<file path="src/hdl/assert_macros.svh">
// ----------------------------------------------------------------------------
// assert_macros.svh
// Assertion shorthands shared by the RTL. Empty when built for synthesis.
// ----------------------------------------------------------------------------
`ifndef ASSERT_MACROS_SVH
`define ASSERT_MACROS_SVH

`ifndef SYNTHESIS

// Property must hold at every clock edge outside reset.
`define ASSERT_ALWAYS(label, clk, rst, prop, msg) \
  label: assert property (@(posedge clk) disable iff (rst) (prop)) else $error(msg);

// Consequent must hold in the cycle after the antecedent.
`define ASSERT_NEXT(label, clk, rst, ante, cons, msg) \
  label: assert property (@(posedge clk) disable iff (rst) (ante) |=> (cons)) \
    else $error(msg);

`else

`define ASSERT_ALWAYS(label, clk, rst, prop, msg)
`define ASSERT_NEXT(label, clk, rst, ante, cons, msg)

`endif

`endif

</file>
<file path="src/hdl/fosrq_pkg.sv">
// ----------------------------------------------------------------------------
// fosrq_pkg
// Shared types and codes for the FIFO / sorted ready queue.
// ----------------------------------------------------------------------------
package fosrq_pkg;

  // operation codes carried on the mode input
  localparam logic MODE_ENQUEUE = 1'b0;
  localparam logic MODE_DEQUEUE = 1'b1;

  // per-cycle command broadcast to every cell of the chain
  typedef struct packed {
    logic enq;     // insert the new entry this cycle
    logic deq;     // pop the head this cycle
    logic sorted;  // insert by ascending key rather than at the tail
  } cell_ctrl_t;

endpackage

</file>
<file path="src/hdl/fosrq_cell.sv">
// ----------------------------------------------------------------------------
// fosrq_cell
// One slot of the queue. Holds an entry and, on each command, keeps it, takes
// the new entry, or takes the entry of a neighbour.
// ----------------------------------------------------------------------------
module fosrq_cell #(
  parameter int ID_BITS  = 8,
  parameter int KEY_BITS = 32
) (
  input  logic                 clk,
  input  fosrq_pkg::cell_ctrl_t ctrl,
  input  logic                 occupied,
  input  logic                 found_in,
  output logic                 found_out,
  input  logic [ID_BITS-1:0]   new_id,
  input  logic [KEY_BITS-1:0]  new_key,
  input  logic [ID_BITS-1:0]   left_id,
  input  logic [KEY_BITS-1:0]  left_key,
  input  logic [ID_BITS-1:0]   right_id,
  input  logic [KEY_BITS-1:0]  right_key,
  output logic [ID_BITS-1:0]   id,
  output logic [KEY_BITS-1:0]  key
);
  import fosrq_pkg::*;

  logic match;

  // first empty slot, or in sorted order the first stored key >= new key
  always_comb begin
    match     = !occupied || (ctrl.sorted && (key >= new_key));
    found_out = found_in || match;
  end

  always_ff @(posedge clk) begin
    if (ctrl.enq) begin
      if (found_in) begin
        id  <= left_id;
        key <= left_key;
      end else if (match) begin
        id  <= new_id;
        key <= new_key;
      end
    end else if (ctrl.deq) begin
      id  <= right_id;
      key <= right_key;
    end
  end

endmodule

</file>
<file path="src/hdl/fifo_or_sorted_ready_queue.sv">
// ----------------------------------------------------------------------------
// fifo_or_sorted_ready_queue
// Bounded ready queue of (task id, cpu time) entries, FIFO or key ordered.
// ----------------------------------------------------------------------------
// Takes one enqueue or dequeue transaction per clock cycle and returns one
// result per item from an output register in the cycle after acceptance.
// Input is held off only in reset or while a result waits unread. The entries
// live in a row of CAPACITY cells; an insert finds its slot through a
// one-bit priority chain that runs through every cell, and that chain plus
// one KEY_BITS compare per cell set the clock period. Set order_by_cpu_time
// only while the queue is idle; entries already stored keep their order.
// ----------------------------------------------------------------------------
module fifo_or_sorted_ready_queue #(
  parameter int CAPACITY = 16,
  parameter int ID_BITS  = 8,
  parameter int KEY_BITS = 32
) (
  input  logic                          clk,
  input  logic                          rst,
  // configuration
  input  logic                          cfg_valid,
  output logic                          cfg_ready,
  input  logic                          order_by_cpu_time,
  // request channel
  input  logic                          in_valid,
  output logic                          in_ready,
  input  logic                          mode,
  input  logic [ID_BITS-1:0]            task_id,
  input  logic [KEY_BITS-1:0]           used_time,
  // result channel
  output logic                          result_valid,
  input  logic                          result_ready,
  output logic                          out_valid,
  output logic [ID_BITS-1:0]            out_task_id,
  output logic [KEY_BITS-1:0]           out_cpu_time,
  output logic                          was_empty,
  output logic                          overflow,
  output logic                          head_valid,
  output logic [ID_BITS-1:0]            head_task_id,
  output logic                          queue_empty,
  output logic [$clog2(CAPACITY+1)-1:0] entry_count
);
  import fosrq_pkg::*;
  `include "assert_macros.svh"

  localparam int CW = $clog2(CAPACITY + 1);

  logic          sorted_order;
  logic [CW-1:0] count;
  logic [CW-1:0] count_next;
  logic          accept;
  logic          full;
  logic          empty;
  cell_ctrl_t    ctrl;

  logic [ID_BITS-1:0]  cell_id  [CAPACITY];
  logic [KEY_BITS-1:0] cell_key [CAPACITY];
  logic                found    [CAPACITY+1];

  assign cfg_ready = !rst;
  assign in_ready  = !rst && (!result_valid || result_ready);
  assign accept    = in_valid && in_ready;
  assign full      = (count == CW'(CAPACITY));
  assign empty     = (count == '0);

  always_comb begin
    ctrl.enq    = accept && (mode == MODE_ENQUEUE) && !full;
    ctrl.deq    = accept && (mode == MODE_DEQUEUE) && !empty;
    ctrl.sorted = sorted_order;
    count_next  = count;
    if (ctrl.enq) begin
      count_next = count + CW'(1);
    end else if (ctrl.deq) begin
      count_next = count - CW'(1);
    end
  end

  assign found[0] = 1'b0;

  for (genvar g = 0; g < CAPACITY; g++) begin : g_cell
    logic [ID_BITS-1:0]  l_id;
    logic [KEY_BITS-1:0] l_key;
    logic [ID_BITS-1:0]  r_id;
    logic [KEY_BITS-1:0] r_key;

    // head has no left neighbour: found_in is low there, so left is unused
    if (g == 0) begin : g_head
      assign l_id  = task_id;
      assign l_key = used_time;
    end else begin : g_mid
      assign l_id  = cell_id[g-1];
      assign l_key = cell_key[g-1];
    end

    // tail refills from itself; it falls out of the occupied range anyway
    if (g == CAPACITY - 1) begin : g_tail
      assign r_id  = cell_id[g];
      assign r_key = cell_key[g];
    end else begin : g_body
      assign r_id  = cell_id[g+1];
      assign r_key = cell_key[g+1];
    end

    fosrq_cell #(
      .ID_BITS  (ID_BITS),
      .KEY_BITS (KEY_BITS)
    ) u_cell (
      .clk       (clk),
      .ctrl      (ctrl),
      .occupied  (count > CW'(g)),
      .found_in  (found[g]),
      .found_out (found[g+1]),
      .new_id    (task_id),
      .new_key   (used_time),
      .left_id   (l_id),
      .left_key  (l_key),
      .right_id  (r_id),
      .right_key (r_key),
      .id        (cell_id[g]),
      .key       (cell_key[g])
    );
  end

  always_ff @(posedge clk) begin
    if (rst) begin
      sorted_order <= 1'b0;
      count        <= '0;
      result_valid <= 1'b0;
    end else begin
      if (cfg_valid && cfg_ready) begin
        sorted_order <= order_by_cpu_time;
      end
      count <= count_next;
      if (accept) begin
        result_valid <= 1'b1;
      end else if (result_ready) begin
        result_valid <= 1'b0;
      end
    end
  end

  // result payload
  always_ff @(posedge clk) begin
    if (accept) begin
      out_valid    <= ctrl.deq;
      out_task_id  <= ctrl.deq ? cell_id[0] : '0;
      out_cpu_time <= ctrl.deq ? cell_key[0] : '0;
      was_empty    <= (mode == MODE_DEQUEUE) && empty;
      overflow     <= (mode == MODE_ENQUEUE) && full;
    end
  end

  // state only moves when a result is loaded, so the peek view is live state
  assign head_valid   = !empty;
  assign head_task_id = empty ? '0 : cell_id[0];
  assign queue_empty  = empty;
  assign entry_count  = count;

  `ASSERT_ALWAYS(a_count_bound, clk, rst, count <= CW'(CAPACITY), "count above capacity")
  `ASSERT_ALWAYS(a_slot_found, clk, rst, !ctrl.enq || found[CAPACITY], "insert found no slot")
  `ASSERT_NEXT(a_enq_count, clk, rst, ctrl.enq, count == $past(count) + CW'(1), "enqueue count")
  `ASSERT_NEXT(a_deq_count, clk, rst, ctrl.deq, count == $past(count) - CW'(1), "dequeue count")
  `ASSERT_ALWAYS(a_flags, clk, rst, !result_valid || !(out_valid && (was_empty || overflow)),
                 "conflicting result flags")

endmodule

</file>
<file path="config.mk">
export PLATFORM = sky130hd
export DESIGN_NAME = fifo_or_sorted_ready_queue
export DESIGN_NICKNAME = d
export VERILOG_FILES = /design/src/hdl/fosrq_pkg.sv /design/src/hdl/fosrq_cell.sv /design/src/hdl/fifo_or_sorted_ready_queue.sv
export VERILOG_INCLUDE_DIRS = /design/src /design/src/hdl
export SDC_FILE = /design/constraint.sdc
export NUM_CORES = 2
export LEC_CHECK = 0
export BUFFER_PORTS_ARGS = -buffer_cell sky130_fd_sc_hd__buf_2
export CORE_AREA = 4 4 320 322
export DETAILED_ROUTE_END_ITERATION = 7
export DIE_AREA = 0 0 324 326
export HOLD_SLACK_MARGIN = 0.1
export PLACE_DENSITY_LB_ADDON = 0.08
export SETUP_SLACK_MARGIN = 0.02
export SYNTH_ARGS = -nofsm -noshare
export SYNTH_HDL_FRONTEND = slang
export SYNTH_SLANG_ARGS = --single-unit
</file>
<file path="constraint.sdc">
create_clock -name clk -period 15.35 [get_ports clk]
set_clock_uncertainty 0.1 [all_clocks]
set_input_delay 1.535 -clock clk [delete_from_list [all_inputs] [get_ports clk]]
set_output_delay 1.535 -clock clk [all_outputs]
set_load 0.05 [all_outputs]
</file>
==> results.json <==
{
  "outcome": "complete, no violations",
  "worst-path-max-fanout": 41,
  "p_comb_share_pct": 13.3,
  "power.density_nw_per_um2": 99.0,
  "synth.top_cell.area_share_pct": 45.0,
  "synth_warnings": 0,
  "post_synth.cell_area_avg_sq_um": 9.99,
  "first_pass_grt_wire_length_mm": 246,
  "clk_pin_slew_worst_paths_ns": 0.05,
  "post_synth_edffs": 683,
  "syn_inst_count": 4566,
  "std_cell_rows": 116,
  "reg2reg_depth": 12,
  "largest_net_degree_at_the_start_of_global_routing": 244,
  "drt_first_pass_iters": 8,
  "post_drt_wl_per_cell_um": 28.9,
  "syn_nets": 5130,
  "max-clock-path-buffers": 3,
  "grt_setup_unrepaired": "false",
  "report.final.slew_viol_count": 0,
  "gp_routability_congestion": 0.948,
  "grt.total_usage_pct": 31.4,
  "ir_drop_uv": 66.2,
  "worstPathRequired_ns": 15.61,
  "clock_sinks": 690,
  "worst-slew-pin-transition_ns": 1.29,
  "detailed_place_hpwl_mm": 112,
  "globalRouteOverflowTotal": 0,
  "power_leakage_nw": 19.6,
  "finalSetupViolations": 0,
  "detailedPlace.worstSlack_ns": 7.26,
  "synthArstFlopShare_pct": 0,
  "clock_insertion_delay_worst_skew_ns": 0.68,
  "arrival_ns": 7.50,
  "yosysSeqAreaShare_pct": 45.3,
  "layout.nets": 5069,
  "fp.coreArea_sq_um": 99600,
  "setup-tns-final_ns": 0,
  "layout.area.seq_sq_um": 20600,
  "drive_gt1_share_pct": 7.70,
  "setup.reg_to_reg.worst_slack_ns": 9.26,
  "timing_worst_setup_path_type": "primary input to flop",
  "synthTopCellsByArea": "sky130_fd_sc_hd__edfxtp_1 45%, sky130_fd_sc_hd__ha_1 14%, sky130_fd_sc_hd__nand2_1 6.1%",
  "min_to": "sorted_order",
  "power.share.sequential_pct": 45.5,
  "maxCapViolations": 0,
  "avgViaCountPerCell": 6.46,
  "cts-root-buf": "sky130_fd_sc_hd__clkbuf_16",
  "hold_viol": 0,
  "die_w_um": 324,
  "htreeDepth": 3,
  "crit-reg2reg-capture": "g_cell[11].u_cell.key[17]",
  "max_freq_mhz": 138,
  "nFillCells": 9174,
  "worstReg2RegStart": "entry_count[1]",
  "cell_internal_pwr_w": 0.00355,
  "timing.max_slew.rel_slack_pct": 13.0,
  "layout-area-overhead-vs-synth_pct": 9.37,
  "port_buffers": 107,
  "synth_area_sq_um": 45600,
  "ant_nets": 0,
  "final.hold.worst_slack_ns": 0.404,
  "hold_path_depth": 2,
  "multi_input_area_sq_um": 23500,
  "initial_utilization_pct": 45.8,
  "pin_count": 108,
  "synth-main-ff-cell": "sky130_fd_sc_hd__edfxtp_1",
  "cts_tree": "built",
  "critPathCaptureType": "flop",
  "synth_seq_cells": 690,
  "layout.cells.most_common_list": "728 x sky130_fd_sc_hd__nand2_1, 683 x sky130_fd_sc_hd__edfxtp_1, 517 x sky130_fd_sc_hd__ha_1, 386 x sky130_fd_sc_hd__o21ai_0, 286 x sky130_fd_sc_hd__a21oi_1",
  "numCtsBuffers": 85,
  "number_of_distinct_standard_cells_referenced_by_the_synthesized_netlist": 75,
  "timing.final.crit_period_ns": 7.24,
  "route.final.wire_length_mm": 170,
  "hp-class": "flop to flop",
  "layout.cells.most_common": "sky130_fd_sc_hd__nand2_1",
  "cts_setup_buffers": 0,
  "antenna_violations_before_repair": 7,
  "start_kind": "primary input",
  "number_of_design_rule_violations_left_after_detail_routing": 0,
  "finalCritPeriodShare_pct": 47.2,
  "ctsResizeCount": 0,
  "synth_top_cell_by_area": "sky130_fd_sc_hd__edfxtp_1",
  "timing.final.ws_setup_ns": 8.11,
  "via_count": 37937,
  "hold_path.startpoint": "sorted_order",
  "p_sw_w": 0.00139,
  "drt_iter0_drc": 4243,
  "share_clk_of_total_power_pct": 41.2,
  "die_height_um": 326,
  "sw_frac_of_total_pct": 28.2,
  "die_area_sq_um": 106000,
  "first_global_vias": 35074,
  "cts_hold_buf": 0
}
[stage by stage]
stage,cell area [sq um],util (%),power [W],std cells
after floorplan,45600,-,0.00268,4566
after global placement,47100,47.3,0.00292,5715
after detailed placement,47100,47.3,0.00293,5715
after CTS,49900,50.1,0.00495,5869
after global routing,49900,50.1,0.00511,5871
final,49900,50.1,0.00494,5873
[cell usage after synthesis (all sizes together) (10+ instances only)]
cell and number:
clkbuf 235, nor3 62, nand3 122, o211ai 95
buf 91, edfxtp 683, mux2i 259, o31ai 44
inv 64, a211oi 27, o21ai 464, and3 44
nand4 101, nand2 736, a211o 15, and4 11
mux2 40, nand2b 15, nor4 14, a2111oi 13
a21oi 286, a31oi 130, a221oi 10, nor2b 25
a21o 36, nor2 264, a221o 32, and2 34
o21a 11, ha 517
[critical path: stages]
cell	delay, ns
sky130_fd_sc_hd__buf_2	0.19
sky130_fd_sc_hd__inv_1	0.68
sky130_fd_sc_hd__ha_1	0.37
sky130_fd_sc_hd__a211oi_1	0.24
sky130_fd_sc_hd__nor2_1	0.11
sky130_fd_sc_hd__a2111oi_0	0.87
sky130_fd_sc_hd__nand3_1	0.18
sky130_fd_sc_hd__a31oi_1	0.40
sky130_fd_sc_hd__and3_2	0.24
sky130_fd_sc_hd__buf_4	0.63
sky130_fd_sc_hd__nand4_4	0.58
sky130_fd_sc_hd__buf_4	0.49
sky130_fd_sc_hd__o31a_2	0.55
sky130_fd_sc_hd__buf_4	0.35
[sequential cells by signal, summed over array words and instances, names as in the netlist]
| signal | flops |
|---|---|
| out_cpu_time | 32 |
| g_cell.u_cell.key | 512 |
| out_valid | 1 |
| overflow | 1 |
| entry_count | 5 |
| sorted_order | 1 |
| was_empty | 1 |
| g_cell.u_cell.id | 128 |
| out_task_id | 8 |
| result_valid | 1 |
[power by group through the flow]
stage	clock (W)	sequential [W]	combinational, W
floorplan	0	0.00227	0.000409
global placement	0	0.00228	0.000638
detailed placement	0	0.00228	0.000649
CTS	0.00206	0.00224	0.000651
global route	0.00213	0.00225	0.000725
finish	0.00204	0.00225	0.000657
[layout make-up]
cell class | count | share of cell area, %
Tap cell | 1298 | 3.26
Clock buffer | 102 | 4.44
Sequential cell | 690 | 41.4
Inverter | 65 | 0.489
Clock inverter | 52 | 1.04
Antenna cell | 3 | 0.0151
Timing Repair Buffer | 178 | 2.24
Multi-Input combinational cell | 3485 | 47.1
[how the worst max path moves through the flow]
| stage | endpoint | start | slack (ns) |
|---|---|---|---|
| 2_1_floorplan | g_cell[0].u_cell.id[0] | rst | 7.98 |
| 3_3_place_gp | g_cell[11].u_cell.key[28] | used_time[27] | 7.23 |
| 3_5_place_dp | g_cell[3].u_cell.id[2] | used_time[27] | 7.26 |
| 4_1_cts | g_cell[11].u_cell.key[20] | used_time[27] | 7.96 |
| 5_1_grt | g_cell[15].u_cell.key[30] | used_time[13] | 8.05 |
| 6_report | g_cell[15].u_cell.key[30] | used_time[13] | 8.11 |
[per-layer routing]
layer	share of wire (%)	track usage, %
met5	0.017	0
met4	3.9	11.8
met3	8.7	5.72
met2	43	46.4
met1	44	45.8
[cell families (layout without fill, tap and decap cells)]
group,after synthesis,in the layout,synth area share [%]
multiplexers,299,299,6.67
AND/OR/NAND/NOR,1447,1447,14.1
other,0,3,0
buffers and inverters,391,397,3.60
XOR/XNOR,2,2,0.0384
flip-flops,690,690,45.3
adder cells (fa/ha/maj),517,517,14.2
AO/OA/AOI/OAI,1220,1220,16.1
Note: power is estimated with default switching activity, not from simulation.
